## src/hdl/tsr_pkg.sv

```systemverilog
// ----------------------------------------------------------------------------
// tsr_pkg
// Shared types, widths and codes of the scanline triangle rasterizer.
// ----------------------------------------------------------------------------
package tsr_pkg;

  localparam int SCREEN_WIDTH  = 640;
  localparam int SCREEN_HEIGHT = 480;

  localparam int COORD_W = 12;
  localparam int ROW_W   = 9;
  localparam int COL_W   = 10;
  localparam int FIX_W   = 32;
  localparam int FRAC_W  = 16;
  localparam int COLOR_W = 16;
  localparam int ADDR_W  = 32;

  // slope dividend is |dx| << FRAC_W, one quotient bit per divider step
  localparam int DIV_W     = COORD_W + FRAC_W;
  localparam int DIV_CNT_W = $clog2(DIV_W);

  localparam logic REQ_LOAD = 1'b0;
  localparam logic REQ_STEP = 1'b1;

  typedef struct packed {
    logic                      req_type;
    logic signed [COORD_W-1:0] vert_a_x;
    logic signed [COORD_W-1:0] vert_a_y;
    logic signed [COORD_W-1:0] vert_b_x;
    logic signed [COORD_W-1:0] vert_b_y;
    logic signed [COORD_W-1:0] vert_c_x;
    logic signed [COORD_W-1:0] vert_c_y;
    logic [COLOR_W-1:0]        fill_color;
  } tsr_in_t;

  typedef struct packed {
    logic               span_valid;
    logic [ROW_W-1:0]   row;
    logic [COL_W-1:0]   left_x;
    logic [COL_W-1:0]   right_x;
    logic [COL_W-1:0]   pixel_count;
    logic [ADDR_W-1:0]  start_address;
    logic [COLOR_W-1:0] span_color;
    logic               last;
  } tsr_out_t;

  typedef enum logic [3:0] {
    ST_IDLE,
    ST_SORT,
    ST_PREP,
    ST_DIV_LONG,
    ST_WAIT_LONG,
    ST_DIV_UPPER,
    ST_WAIT_UPPER,
    ST_DIV_LOWER,
    ST_WAIT_LOWER,
    ST_MUL_LONG,
    ST_MUL_LOWER,
    ST_MUL_UPPER,
    ST_ARM
  } tsr_state_t;

  typedef enum logic [3:0] {
    OP_NONE,
    OP_CAPTURE,
    OP_SORT,
    OP_PREP,
    OP_DIV_LONG,
    OP_DIV_UPPER,
    OP_DIV_LOWER,
    OP_MUL_LONG,
    OP_MUL_LOWER,
    OP_MUL_UPPER,
    OP_ARM,
    OP_SPAN
  } tsr_op_t;

  typedef struct packed {
    tsr_op_t op;
  } tsr_cmd_t;

  typedef struct packed {
    logic drop;
    logic upper_nz;
    logic lower_nz;
    logic div_done;
  } tsr_stat_t;

endpackage

```

## src/hdl/tsr_div.sv

```systemverilog
// ----------------------------------------------------------------------------
// tsr_div
// Restoring divider for 16.16 edge slopes, one quotient bit per cycle.
// ----------------------------------------------------------------------------
module tsr_div import tsr_pkg::*; (
  input  logic                    clk,
  input  logic                    rst,
  input  logic                    start,
  input  logic signed [COORD_W:0] numer,
  input  logic [COORD_W-1:0]      denom,
  output logic                    done,
  output logic [FIX_W-1:0]        quotient
);

  logic                 busy;
  logic [DIV_CNT_W-1:0] count;
  logic [COORD_W-1:0]   rem;
  logic [COORD_W-1:0]   divisor;
  logic [DIV_W-1:0]     acc;
  logic                 neg;
  logic [COORD_W:0]     numer_abs;
  logic [COORD_W:0]     trial;
  logic [COORD_W:0]     diff;
  logic                 fits;

  always_comb begin
    numer_abs = numer[COORD_W] ? -numer : numer;
    trial     = {rem, acc[DIV_W-1]};
    diff      = trial - {1'b0, divisor};
    fits      = trial >= {1'b0, divisor};
  end

  always_ff @(posedge clk) begin
    if (rst) begin
      busy <= 1'b0;
      done <= 1'b0;
    end else begin
      done <= busy && (count == '0);
      if (start) begin
        busy <= 1'b1;
      end else if (busy && (count == '0)) begin
        busy <= 1'b0;
      end
    end
  end

  // quotient bits shift into the low end as dividend bits leave the top
  always_ff @(posedge clk) begin
    if (start) begin
      acc     <= {numer_abs[COORD_W-1:0], {FRAC_W{1'b0}}};
      rem     <= '0;
      divisor <= denom;
      neg     <= numer[COORD_W];
      count   <= DIV_CNT_W'(DIV_W - 1);
    end else if (busy) begin
      acc   <= {acc[DIV_W-2:0], fits};
      rem   <= fits ? diff[COORD_W-1:0] : trial[COORD_W-1:0];
      count <= count - 1'b1;
    end
  end

  // truncation toward zero: divide magnitudes, then restore the sign
  assign quotient = neg ? -FIX_W'(acc) : FIX_W'(acc);

endmodule

```

## src/hdl/tsr_ctrl.sv

```systemverilog
// ----------------------------------------------------------------------------
// tsr_ctrl
// Sequencer for triangle setup and the request/response handshakes.
// ----------------------------------------------------------------------------
module tsr_ctrl import tsr_pkg::*; (
  input  logic      clk,
  input  logic      rst,
  input  logic      req_valid,
  input  logic      req_type,
  output logic      req_ready,
  output logic      rsp_valid,
  input  logic      rsp_ready,
  input  tsr_stat_t stat,
  output tsr_cmd_t  cmd
);

  tsr_state_t state;
  tsr_state_t state_next;
  logic       rsp_free;
  logic       take;

  assign rsp_free  = !rsp_valid || rsp_ready;
  assign req_ready = (state == ST_IDLE) && rsp_free;
  assign take      = req_valid && req_ready;

  always_ff @(posedge clk) begin
    if (rst) begin
      state     <= ST_IDLE;
      rsp_valid <= 1'b0;
    end else begin
      state <= state_next;
      if (take && (req_type == REQ_STEP)) begin
        rsp_valid <= 1'b1;
      end else if (rsp_ready) begin
        rsp_valid <= 1'b0;
      end
    end
  end

  always_comb begin
    state_next = state;
    case (state)
      ST_IDLE: begin
        if (take && (req_type == REQ_LOAD)) state_next = ST_SORT;
      end
      ST_SORT:      state_next = ST_PREP;
      ST_PREP:      state_next = stat.drop ? ST_IDLE : ST_DIV_LONG;
      ST_DIV_LONG:  state_next = ST_WAIT_LONG;
      ST_WAIT_LONG: begin
        if (stat.div_done) state_next = ST_DIV_UPPER;
      end
      ST_DIV_UPPER: state_next = stat.upper_nz ? ST_WAIT_UPPER : ST_DIV_LOWER;
      ST_WAIT_UPPER: begin
        if (stat.div_done) state_next = ST_DIV_LOWER;
      end
      ST_DIV_LOWER: state_next = stat.lower_nz ? ST_WAIT_LOWER : ST_MUL_LONG;
      ST_WAIT_LOWER: begin
        if (stat.div_done) state_next = ST_MUL_LONG;
      end
      ST_MUL_LONG:  state_next = ST_MUL_LOWER;
      ST_MUL_LOWER: state_next = ST_MUL_UPPER;
      ST_MUL_UPPER: state_next = ST_ARM;
      ST_ARM:       state_next = ST_IDLE;
      default:      state_next = ST_IDLE;
    endcase
  end

  always_comb begin
    cmd.op = OP_NONE;
    case (state)
      ST_IDLE: begin
        if (take) cmd.op = (req_type == REQ_STEP) ? OP_SPAN : OP_CAPTURE;
      end
      ST_SORT:      cmd.op = OP_SORT;
      ST_PREP:      cmd.op = OP_PREP;
      ST_DIV_LONG:  cmd.op = OP_DIV_LONG;
      // a flat edge keeps the zero slope written during prep
      ST_DIV_UPPER: cmd.op = stat.upper_nz ? OP_DIV_UPPER : OP_NONE;
      ST_DIV_LOWER: cmd.op = stat.lower_nz ? OP_DIV_LOWER : OP_NONE;
      ST_MUL_LONG:  cmd.op = OP_MUL_LONG;
      ST_MUL_LOWER: cmd.op = OP_MUL_LOWER;
      ST_MUL_UPPER: cmd.op = OP_MUL_UPPER;
      ST_ARM:       cmd.op = OP_ARM;
      default:      cmd.op = OP_NONE;
    endcase
  end

endmodule

```

## src/hdl/tsr_dp.sv

```systemverilog
// ----------------------------------------------------------------------------
// tsr_dp
// Datapath: vertex sort, slope setup, edge accumulators and span output.
// ----------------------------------------------------------------------------
module tsr_dp import tsr_pkg::*; (
  input  logic              clk,
  input  logic              rst,
  input  tsr_cmd_t          cmd,
  output tsr_stat_t         stat,
  input  tsr_in_t           req,
  input  logic              cfg_we,
  input  logic [ADDR_W-1:0] cfg_data,
  output tsr_out_t          rsp
);

  localparam int EXT_W  = COORD_W + 1;
  localparam int SPAN_W = FIX_W - FRAC_W;
  localparam int CNT_W  = SPAN_W + 2;
  localparam logic signed [EXT_W-1:0]  WIDTH_S   = EXT_W'(SCREEN_WIDTH);
  localparam logic signed [EXT_W-1:0]  HEIGHT_S  = EXT_W'(SCREEN_HEIGHT);
  localparam logic signed [EXT_W-1:0]  ROW_MAX_S = EXT_W'(SCREEN_HEIGHT - 1);
  localparam logic signed [SPAN_W-1:0] COL_MAX_S = SPAN_W'(SCREEN_WIDTH - 1);

  function automatic logic [FIX_W-1:0] to_fixed(input logic signed [COORD_W-1:0] v);
    return {{(FIX_W - FRAC_W - COORD_W){v[COORD_W-1]}}, v, {FRAC_W{1'b0}}};
  endfunction

  // configuration and walk state
  logic [ADDR_W-1:0]         frame_base;
  logic                      walking;
  logic [ROW_W-1:0]          current_row;
  logic [ROW_W-1:0]          final_row;
  logic signed [COORD_W-1:0] middle_y;
  logic [FIX_W-1:0]          long_edge_pos;
  logic [FIX_W-1:0]          short_edge_pos;
  logic [FIX_W-1:0]          long_edge_step;
  logic [FIX_W-1:0]          upper_edge_step;
  logic [FIX_W-1:0]          lower_edge_step;
  logic [FIX_W-1:0]          lower_edge_start;
  logic [COLOR_W-1:0]        held_color;

  // setup registers
  logic signed [COORD_W-1:0] cap_x [3];
  logic signed [COORD_W-1:0] cap_y [3];
  logic [COLOR_W-1:0]        cap_color;
  logic signed [COORD_W-1:0] sx [3];
  logic signed [COORD_W-1:0] sy [3];
  logic                      cull;
  logic signed [COORD_W-1:0] first_y;
  logic [ROW_W-1:0]          fin_row;
  logic [FIX_W-1:0]          prod;
  tsr_op_t                   div_op;

  // sort and cull
  logic signed [COORD_W-1:0] mnx, mxx, mny, mxy, tmp;
  logic signed [COORD_W-1:0] tx [3];
  logic signed [COORD_W-1:0] ty [3];
  logic                      cull_next;

  // prep
  logic signed [COORD_W-1:0] first_c;
  logic signed [EXT_W-1:0]   fin_src;
  logic signed [EXT_W-1:0]   fin_c;

  // divider and multiplier
  logic                      div_start;
  logic                      div_done;
  logic signed [EXT_W-1:0]   div_num;
  logic signed [EXT_W-1:0]   div_den;
  logic [FIX_W-1:0]          div_q;
  logic signed [EXT_W-1:0]   long_rows;
  logic signed [EXT_W-1:0]   lower_rows;
  logic [FIX_W-1:0]          mul_a;
  logic [COORD_W-1:0]        mul_b;
  logic [FIX_W-1:0]          prod_next;

  // span
  logic signed [SPAN_W-1:0]  pos_a, pos_b, lo, hi, lo_c, hi_c;
  logic signed [CNT_W-1:0]   cnt;
  logic                      span_ok;
  logic [ADDR_W-1:0]         pix;
  logic                      at_final;
  logic [ROW_W:0]            row_inc;
  logic                      row_hits_mid;
  logic                      row_upper;
  tsr_out_t                  span;

  always_comb begin
    mnx = cap_x[0];
    mxx = cap_x[0];
    mny = cap_y[0];
    mxy = cap_y[0];
    tmp = '0;
    for (int i = 1; i < 3; i++) begin
      if (cap_x[i] < mnx) mnx = cap_x[i];
      if (cap_x[i] > mxx) mxx = cap_x[i];
      if (cap_y[i] < mny) mny = cap_y[i];
      if (cap_y[i] > mxy) mxy = cap_y[i];
    end
    cull_next = mxx[COORD_W-1] || (EXT_W'(mnx) >= WIDTH_S) ||
                mxy[COORD_W-1] || (EXT_W'(mny) >= HEIGHT_S);

    // three strict compare-swaps on y
    tx = cap_x;
    ty = cap_y;
    if (ty[0] > ty[1]) begin
      tmp = tx[0]; tx[0] = tx[1]; tx[1] = tmp;
      tmp = ty[0]; ty[0] = ty[1]; ty[1] = tmp;
    end
    if (ty[0] > ty[2]) begin
      tmp = tx[0]; tx[0] = tx[2]; tx[2] = tmp;
      tmp = ty[0]; ty[0] = ty[2]; ty[2] = tmp;
    end
    if (ty[1] > ty[2]) begin
      tmp = tx[1]; tx[1] = tx[2]; tx[2] = tmp;
      tmp = ty[1]; ty[1] = ty[2]; ty[2] = tmp;
    end
  end

  always_comb begin
    first_c = sy[0][COORD_W-1] ? '0 : sy[0];
    fin_src = (sy[2] > sy[1]) ? EXT_W'(sy[2]) : EXT_W'(sy[1]) - EXT_W'(1);
    fin_c   = (fin_src > ROW_MAX_S) ? ROW_MAX_S : fin_src;
  end

  assign stat.drop     = cull || (sy[2] == sy[0]) || (fin_c < EXT_W'(first_c));
  assign stat.upper_nz = sy[1] > sy[0];
  assign stat.lower_nz = sy[2] > sy[1];
  assign stat.div_done = div_done;

  always_comb begin
    div_start = cmd.op inside {OP_DIV_LONG, OP_DIV_UPPER, OP_DIV_LOWER};
    case (cmd.op)
      OP_DIV_UPPER: begin
        div_num = EXT_W'(sx[1]) - EXT_W'(sx[0]);
        div_den = EXT_W'(sy[1]) - EXT_W'(sy[0]);
      end
      OP_DIV_LOWER: begin
        div_num = EXT_W'(sx[2]) - EXT_W'(sx[1]);
        div_den = EXT_W'(sy[2]) - EXT_W'(sy[1]);
      end
      default: begin
        div_num = EXT_W'(sx[2]) - EXT_W'(sx[0]);
        div_den = EXT_W'(sy[2]) - EXT_W'(sy[0]);
      end
    endcase
  end

  tsr_div u_div (
    .clk      (clk),
    .rst      (rst),
    .start    (div_start),
    .numer    (div_num),
    .denom    (div_den[COORD_W-1:0]),
    .done     (div_done),
    .quotient (div_q)
  );

  // rows skipped above the screen edge on each edge
  always_comb begin
    long_rows  = EXT_W'(first_y) - EXT_W'(sy[0]);
    lower_rows = sy[1][COORD_W-1] ? -EXT_W'(sy[1]) : '0;
    case (cmd.op)
      OP_MUL_LONG: begin
        mul_a = long_edge_step;
        mul_b = long_rows[COORD_W-1:0];
      end
      OP_MUL_LOWER: begin
        mul_a = lower_edge_step;
        mul_b = lower_rows[COORD_W-1:0];
      end
      default: begin
        mul_a = upper_edge_step;
        mul_b = long_rows[COORD_W-1:0];
      end
    endcase
    prod_next = FIX_W'(mul_a * mul_b);
  end

  always_comb begin
    pos_a   = long_edge_pos[FIX_W-1:FRAC_W];
    pos_b   = short_edge_pos[FIX_W-1:FRAC_W];
    lo      = (pos_a > pos_b) ? pos_b : pos_a;
    hi      = (pos_a > pos_b) ? pos_a : pos_b;
    lo_c    = lo[SPAN_W-1] ? '0 : lo;
    hi_c    = (hi > COL_MAX_S) ? COL_MAX_S : hi;
    cnt     = CNT_W'(hi_c) - CNT_W'(lo_c) + CNT_W'(1);
    span_ok = cnt > 0;
    pix     = ADDR_W'(current_row) * ADDR_W'(SCREEN_WIDTH) + ADDR_W'(lo_c[COL_W-1:0]);

    at_final     = current_row == final_row;
    row_inc      = {1'b0, current_row} + 1'b1;
    row_hits_mid = $signed({{(EXT_W - ROW_W - 1){1'b0}}, row_inc}) == EXT_W'(middle_y);
    row_upper    = $signed({{(EXT_W - ROW_W){1'b0}}, current_row}) < EXT_W'(middle_y);

    span = '0;
    if (!walking) begin
      span.last = 1'b1;
    end else begin
      span.row        = current_row;
      span.span_color = held_color;
      span.last       = at_final;
      if (span_ok) begin
        span.span_valid    = 1'b1;
        span.left_x        = lo_c[COL_W-1:0];
        span.right_x       = hi_c[COL_W-1:0];
        span.pixel_count   = cnt[COL_W-1:0];
        span.start_address = frame_base + {pix[ADDR_W-2:0], 1'b0};
      end
    end
  end

  always_ff @(posedge clk) begin
    if (rst) begin
      frame_base <= '0;
      walking    <= 1'b0;
    end else begin
      if (cfg_we) frame_base <= cfg_data;
      case (cmd.op)
        OP_CAPTURE: walking <= 1'b0;
        OP_ARM:     walking <= 1'b1;
        OP_SPAN: begin
          if (at_final) walking <= 1'b0;
        end
        default: ;
      endcase
    end
  end

  always_ff @(posedge clk) begin
    case (cmd.op)
      OP_CAPTURE: begin
        cap_x[0]  <= req.vert_a_x;
        cap_y[0]  <= req.vert_a_y;
        cap_x[1]  <= req.vert_b_x;
        cap_y[1]  <= req.vert_b_y;
        cap_x[2]  <= req.vert_c_x;
        cap_y[2]  <= req.vert_c_y;
        cap_color <= req.fill_color;
      end
      OP_SORT: begin
        sx   <= tx;
        sy   <= ty;
        cull <= cull_next;
      end
      OP_PREP: begin
        first_y         <= first_c;
        fin_row         <= fin_c[ROW_W-1:0];
        upper_edge_step <= '0;
        lower_edge_step <= '0;
      end
      OP_MUL_LONG: begin
        prod <= prod_next;
      end
      OP_MUL_LOWER: begin
        long_edge_pos <= to_fixed(sx[0]) + prod;
        prod          <= prod_next;
      end
      OP_MUL_UPPER: begin
        lower_edge_start <= to_fixed(sx[1]) + prod;
        prod             <= prod_next;
      end
      OP_ARM: begin
        short_edge_pos <= (first_y < sy[1]) ? to_fixed(sx[0]) + prod : lower_edge_start;
        middle_y       <= sy[1];
        current_row    <= first_y[ROW_W-1:0];
        final_row      <= fin_row;
        held_color     <= cap_color;
      end
      OP_SPAN: begin
        rsp <= span;
        if (walking && !at_final) begin
          long_edge_pos <= long_edge_pos + long_edge_step;
          if (row_hits_mid) begin
            short_edge_pos <= lower_edge_start;
          end else if (row_upper) begin
            short_edge_pos <= short_edge_pos + upper_edge_step;
          end else begin
            short_edge_pos <= short_edge_pos + lower_edge_step;
          end
          current_row <= row_inc[ROW_W-1:0];
        end
      end
      default: ;
    endcase

    if (div_start) div_op <= cmd.op;
    if (div_done) begin
      case (div_op)
        OP_DIV_UPPER: upper_edge_step <= div_q;
        OP_DIV_LOWER: lower_edge_step <= div_q;
        default:      long_edge_step  <= div_q;
      endcase
    end
  end

endmodule

```

## src/hdl/triangle_scanline_rasterizer.sv

```systemverilog
// ----------------------------------------------------------------------------
// triangle_scanline_rasterizer
// Scanline edge-walking triangle rasterizer: triangle setup and per-row spans.
// ----------------------------------------------------------------------------
//
//   channel   handshake                 payload    transaction
//   -------   -----------------------   --------   ------------------------------
//   request   req_valid / req_ready     req        load triangle or step one row
//   response  rsp_valid / rsp_ready     rsp        one span per step request
//   config    cfg_we                    cfg_data   frame base byte address
//
// A step request puts its span in an output register, and the next request is
// taken in the same cycle the span is taken.
// A load ends after sort and prep when the triangle is dropped; otherwise it
// runs the shared 28-step slope divider once per edge that is not flat.
// No request is taken during a load or while an untaken span blocks the output.
// Synchronous reset clears the walk, the frame base and the response valid.
module triangle_scanline_rasterizer import tsr_pkg::*; (
  input  logic              clk,
  input  logic              rst,
  input  logic              req_valid,
  output logic              req_ready,
  input  tsr_in_t           req,
  output logic              rsp_valid,
  input  logic              rsp_ready,
  output tsr_out_t          rsp,
  input  logic              cfg_we,
  input  logic [ADDR_W-1:0] cfg_data
);

  tsr_cmd_t  dp_cmd;
  tsr_stat_t dp_stat;

  tsr_ctrl u_ctrl (
    .clk       (clk),
    .rst       (rst),
    .req_valid (req_valid),
    .req_type  (req.req_type),
    .req_ready (req_ready),
    .rsp_valid (rsp_valid),
    .rsp_ready (rsp_ready),
    .stat      (dp_stat),
    .cmd       (dp_cmd)
  );

  tsr_dp u_dp (
    .clk      (clk),
    .rst      (rst),
    .cmd      (dp_cmd),
    .stat     (dp_stat),
    .req      (req),
    .cfg_we   (cfg_we),
    .cfg_data (cfg_data),
    .rsp      (rsp)
  );

`ifndef ASSERT_OFF
  // the divider only finishes while setup holds the request side closed
  assert property (@(posedge clk) disable iff (rst) dp_stat.div_done |-> !req_ready)
    else $error("divider finished while requests were open");

  assert property (@(posedge clk) disable iff (rst)
    (req_valid && req_ready && (req.req_type == REQ_STEP)) |=> rsp_valid)
    else $error("step transaction produced no span");

  assert property (@(posedge clk) disable iff (rst)
    (req_valid && req_ready && (req.req_type == REQ_LOAD)) |=> !rsp_valid)
    else $error("load transaction produced a span");

  assert property (@(posedge clk) disable iff (rst)
    (dp_cmd.op == OP_CAPTURE) |=> (dp_cmd.op == OP_SORT))
    else $error("captured triangle was not sorted");
`endif

endmodule
```

## config.mk

```make
export PLATFORM = sky130hd
export DESIGN_NAME = triangle_scanline_rasterizer
export DESIGN_NICKNAME = d
export VERILOG_FILES = /design/src/hdl/tsr_pkg.sv /design/src/hdl/tsr_div.sv /design/src/hdl/tsr_ctrl.sv /design/src/hdl/tsr_dp.sv /design/src/hdl/triangle_scanline_rasterizer.sv
export SDC_FILE = /design/constraint.sdc
export NUM_CORES = 2
export LEC_CHECK = 0
export BUFFER_PORTS_ARGS = -buffer_cell sky130_fd_sc_hd__buf_4
export CAP_MARGIN = 25
export CORE_UTILIZATION = 27
export CTS_CLUSTER_DIAMETER = 50
export DETAILED_ROUTE_END_ITERATION = 8
export GPL_ROUTABILITY_DRIVEN = 0
export GPL_TIMING_DRIVEN = 0
export MAX_ROUTING_LAYER = met4
export PLACE_DENSITY = 0.42
export SLEW_MARGIN = 10
export SYNTH_ARGS = -nofsm -noshare
export SYNTH_HDL_FRONTEND = slang
export SYNTH_SLANG_ARGS = --single-unit
export TNS_END_PERCENT = 100
```

## constraint.sdc

```tcl
create_clock -name clk -period 21.7 [get_ports clk]
set_clock_uncertainty 0.05 [all_clocks]
set_input_delay 1.085 -clock clk [delete_from_list [all_inputs] [get_ports clk]]
set_output_delay 1.085 -clock clk [all_outputs]
set_load 0.01 [all_outputs]
```

== Word level (Yosys, flattened, before mapping) ==
Index checks and enable logic that the tools add are counted.
Word-level totals
  register bits: 642
  input bits: 126
  output and inout port bits: 91
  logic and storage cells: 231
Operators by class
  $add $sub $neg: 23
  multiply operators: 2
  order comparisons: 23
  equal/unequal tests: 34
  muxes and demuxes: 68
  bitwise gates (word level): 2
  reductions and logical operators: 31
Operators with widths (count)
  two-way mux 32 bit: 12
  adder 32 bit: 6
  two-way mux 12 bit: 16
  case mux 32 bit (2 select lines): 3
  > comparator 12 bit: 9
  two-way mux 24 bit: 4
  < comparator 12 bit: 5
  subtractor 12 bit: 5
  two-way mux 28 bit: 2
  two-way mux 16 bit: 3
  case mux 4 bit (12 select lines): 1
  equality test 4 x 3 -> 1 bit (second input constant): 10
  case mux 4 bit (10 select lines): 1
  subtractor 12 x 12 -> 13 bit: 3
  equality test 4 bit (second input constant): 9
  multiplier 32 x 12 -> 32 bit: 1
  negation 28 -> 32 bit: 1
  two-way mux 13 bit: 2
  case mux 13 bit (2 select lines): 1
  two-way mux 4 bit: 6
  negation 12 bit: 2
  case mux 12 bit (2 select lines): 1
  adder 19 x 10 -> 20 bit: 1
  adder 17 x 2 -> 18 bit (second input constant): 1
  other kinds (41): 78

== Logic depth before layout (Yosys ltp) ==
  depth in word-level cells: 11
  depth in mapped cells: 43
  depth with buffers taken out: 37

== Cells and area by module ==
Synthesis repeated with hierarchy kept, for this count alone.
Unflattened totals
  cells, all modules: 5358
  area total of the unflattened synthesis: 50065.5 um^2
By module, submodules not included
  tsr_dp: times used 1, cells an instance 4896, area an instance 45865.2 um^2, seq. area each 16355.7 um^2
  tsr_div: times used 1, cells an instance 402, area an instance 3777.4 um^2, seq. area each 1451.4 um^2
  tsr_ctrl: times used 1, cells an instance 60, area an instance 422.9 um^2, seq. area each 100.1 um^2

== Least setup slack after synthesis ==
OpenSTA, ideal clock, no wires.
  path type: reg2reg
  start: reg u_dp.cap_y[13] (netlist bit)
  end: reg u_dp.sx[13] (netlist bit) (data pin)
  setup time: 0.279 ns
  arrival: 7.417 ns
  data required time: 21.371 ns
  path slack: 13.953 ns
  stages on the path, launching flop included: 40
  buffers on the path: 5
  period minus slack after synthesis: 7.747 ns
  cell sequence: edfxtp_1 ha_1 nor2b_1 o21ai_0 nand2b_1 a21oi_1 o31ai_1 or2_2 a2bb2oi_1 clkbuf_1 mux2i_1 inv_1 ha_1 a21o_1 a21o_1 a21oi_1 nor2b_1 o21ai_0 (+4 left out) clkbuf_1 nor2_1 a21oi_1 ha_1 nor2b_1 o21a_1 o21a_1 o21a_1 o21a_1 o21a_1 o21a_1 o21ai_0 nand3_1 a41oi_1 clkbuf_1 mux2i_1 clkbuf_1 a221oi_1
RTL lines
  start: declaration: RTL line tsr_dp.sv:44  | logic signed [COORD_W-1:0] cap_y [3];
  end signal: assignment: RTL line tsr_dp.sv:242  | sx <= tx;
  end: declaration: RTL line tsr_dp.sv:46  | logic signed [COORD_W-1:0] sx [3];

==> flow_summary_export.csv <==
group,metric,value,unit
setup_path,end_kind,"flop",
synthesis,synth-edff-count,505,
timing,report.final.slew_viol_count,0,
global_routing,first_global_vias,38900,
timing,finalCritPeriodShare,0.461,
detailed_routing,first_pass_iters,6,
cells_and_area,fin_util,0.318,
clocking,postCtsHoldBufs,0,
power_and_ir_drop,leakage,24.7,nW
global_routing,grt_max_degree,67,
floorplanning,dieWidth,432,µm
global_routing,grt_antenna_before_repair,3,
setup_path,cp-start-kind,"flop",
synthesis,netlist_area,49900,µm²
placement,dp_hpwl,132,mm
clocking,tritoncts,"done",
detailed_routing,drcViolationCount,0,
setup_path,cp_max_fo,10,
setup_path,r2r_end,"u_dp.sy[5]",
floorplanning,die_area,186000,µm²
synthesis,synth_ff_type,"edfxtp_1",
synthesis,synthArstFlopShare,0,
cells_and_area,layout-drive-gt1-share,0.0885,
clocking,htree_num_levels,3,
timing,final_hold_viol_count,0,
synthesis,yosysWarnings,0,
detailed_routing,vias,38600,
timing,fmax,0.0999,GHz
synthesis,synth_fp_nets,6025,
synthesis,ys_seq_area_frac,0.359,
setup_path,r2r-start,"u_dp.cap_y[13]",
cells_and_area,finalNetCount,6366,
floorplanning,core-area,183000,µm²
worst_hold_path,min_path_cells,0,
clocking,postCtsSetupRepairBufs,0,
clocking,cts-root-buf,"clkbuf_16",
detailed_routing,vias_per_cell,4.76,
detailed_routing,drt_first_iter_violations,2363,
detailed_routing,wl_per_cell,19.7,µm
global_routing,grt_pass1_wl,244,mm
setup_path,critPathMostFrequentCell,"o21a_1",
synthesis,yosysTopAreaCell,"edfxtp_1",
floorplanning,io_pins,217,
global_routing,grt_usage,0.176,
timing,tns,0,ns
cells_and_area,fillCellCount,19100,
synthesis,synth_common_cells,"inv_1 (576), nand2_1 (520), edfxtp_1 (505)",
timing,fin_crit,10.01,ns
setup_path,slowest_stage,"a2bb2oi_1",
synthesis,synthDistinctLibCells,85,
clocking,ctsResizeCount,0,
clocking,path_clk_slew,0.06,ns
synthesis,yosysMostFrequentCell,"inv_1",
power_and_ir_drop,total_power,7.98,mW
detailed_routing,wl,160,mm
setup_path,rr_worst_depth,39,
flow_run,drv_cap,0,
worst_hold_path,min-delay-start,"u_dp.cap_color[5]",
synthesis,ys_top_cells_by_area,"edfxtp_1 (30%), ha_1 (11%), fa_1 (10%)",
setup_path,max_stage_delay,0.66,ns
worst_hold_path,hold_end,"u_dp.held_color[5]",
timing,maxSlewHeadroom,0.311,
clocking,cts_buffer_depth,3,
synthesis,synth_top_area_frac,0.304,
setup_path,reg2reg_slack,11.69,ns
synthesis,synth-seq-cells,642,
setup_path,critPathArrivalTime,10.41,ns
detailed_routing,antenna_violating_nets_post_route,0,
timing,setup_viol,0,
synthesis,synth_cells,5210,
run_status,outcome,"finished clean",
clocking,insertion_delay,0.75,ns
worst_hold_path,hold_path.class,"reg2reg",
floorplanning,row_count,157,
clocking,cts_buffers,99,
floorplanning,start_util,0.272,
setup_path,path_class,"reg2reg",
clocking,clock_sinks,642,
timing,rsz0062_at_grt,"no",
timing,worstMarginPinSlew,1.03,ns
synthesis,syn-mean-instance-area,9.57,µm²
floorplanning,die_height,432,µm
power_and_ir_drop,power_density,137,nW/µm²
setup_path,worstPathRequired,22.10,ns
cells_and_area,area_growth,17.0,%
global_routing,overflow,0,
placement,port_buffers,215,
power_and_ir_drop,ir_drop,0.000150,V
## state kept, by name, indices dropped and copies added, names as in the netlist, 36 cells and up
signal and count:
u_dp.sx 36, u_dp.rsp 89, u_dp.sy 36, u_dp.cap_x 36
u_dp.cap_y 36
## layout by cell type (no fill, tap or decap), types with 31 or more instances in the layout
cell type / count
o21ai_0: 286
nor3_1: 66
nand3_1: 125
mux2_2: 46
nor2b_1: 50
inv_1: 574
buf_4: 225
a221oi_1: 36
a21o_1: 99
o21bai_1: 31
clkbuf_1: 159
nand4_1: 44
a22oi_1: 40
ha_1: 435
xnor2_1: 160
fa_1: 254
nor2_1: 424
dfxtp_1: 137
clkbuf_16: 100
o21a_1: 54
and2_1: 83
mux2i_1: 133
nor3b_1: 35
edfxtp_1: 505
a31oi_1: 35
a21oi_1: 313
nand2_1: 518
xor2_1: 115
nand2b_1: 73
## per-layer routing
| metal | vias up | track usage | wire length, µm | share of wire |
|---|---|---|---|---|
| li1 | 18900 | - | - | - |
| met1 | 18700 | 0.242 | 77800 | 0.49 |
| met2 | 835 | 0.277 | 72500 | 0.45 |
| met3 | 157 | 0.0193 | 6620 | 0.041 |
| met4 | 0 | 0.0404 | 2820 | 0.018 |
| met5 | - | - | 0 | 0 |
## cell families after synthesis
| kind of cell | after synthesis | share of synthesized area |
|---|---|---|
| DFF | 642 | 0.359 |
| other | 1 | 0.0000752 |
| and+or+nand+nor | 1540 | 0.144 |
| xor gates and xnor gates | 277 | 0.0492 |
| muxes | 179 | 0.0371 |
| adders and majority gates | 689 | 0.211 |
| AOI/OAI and AO/OA | 1119 | 0.141 |
| buffers and inverters | 763 | 0.0578 |
## power by group
group / internal (mW) / switching (mW)
sequential: 1.76 / 0.251
combinational: 1.54 / 2.84
clock: 0.928 / 0.659
total: 4.23 / 3.75
## worst max-delay path: cells and delay by family, from the launching register on
kind / cells / cell delay [ns]
fa+ha+maj: 3 / 0.96
simple gates: 8 / 0.84
buf+inv: 7 / 2.75
flops: 1 / 0.45
compound gates: 20 / 4.16
mux: 1 / 0.49
## final cells by class
type / count / area [µm²] / share of cell area
repair buffers: 240 / 2010 / 0.0344
well taps: 2464 / 3080 / 0.0528
clock buffers: 113 / 2550 / 0.0437
multi-input cells: 3805 / 29100 / 0.499
plain buffers: 185 / 717 / 0.0123
clock inverters: 75 / 764 / 0.0131
inverters: 578 / 2170 / 0.0372
flip-flops and latches: 642 / 17900 / 0.307
diodes: 2 / 5.00 / 0.0000858
## worst max-delay path by stage
| stage | from | endpoint | cells after the start |
|---|---|---|---|
| after floorplan | u_dp.cap_y[13] | u_dp.sx[13] | 39 |
| after global placement | u_ctrl.state[1] | u_dp.prod[30] | 29 |
| after detailed placement | u_ctrl.state[1] | u_dp.prod[30] | 29 |
| after CTS | u_ctrl.state[1] | u_dp.prod[30] | 29 |
| after global routing | u_dp.cap_y[25] | u_dp.sy[7] | 40 |
| final | u_dp.cap_y[13] | u_dp.sy[5] | 39 |
## per-stage QoR
stage	setup slack [ns]	hold slack, ns	area, µm²	cells
floorplan	13.95	0.350	49900	5210
global placement	11.45	0.351	54600	7889
detailed placement	11.50	0.355	55000	7913
CTS	11.39	0.368	58300	8101
global route	10.87	0.371	58300	8104
finish	11.69	0.366	58300	8104
Power figures use the tool's default switching activity.
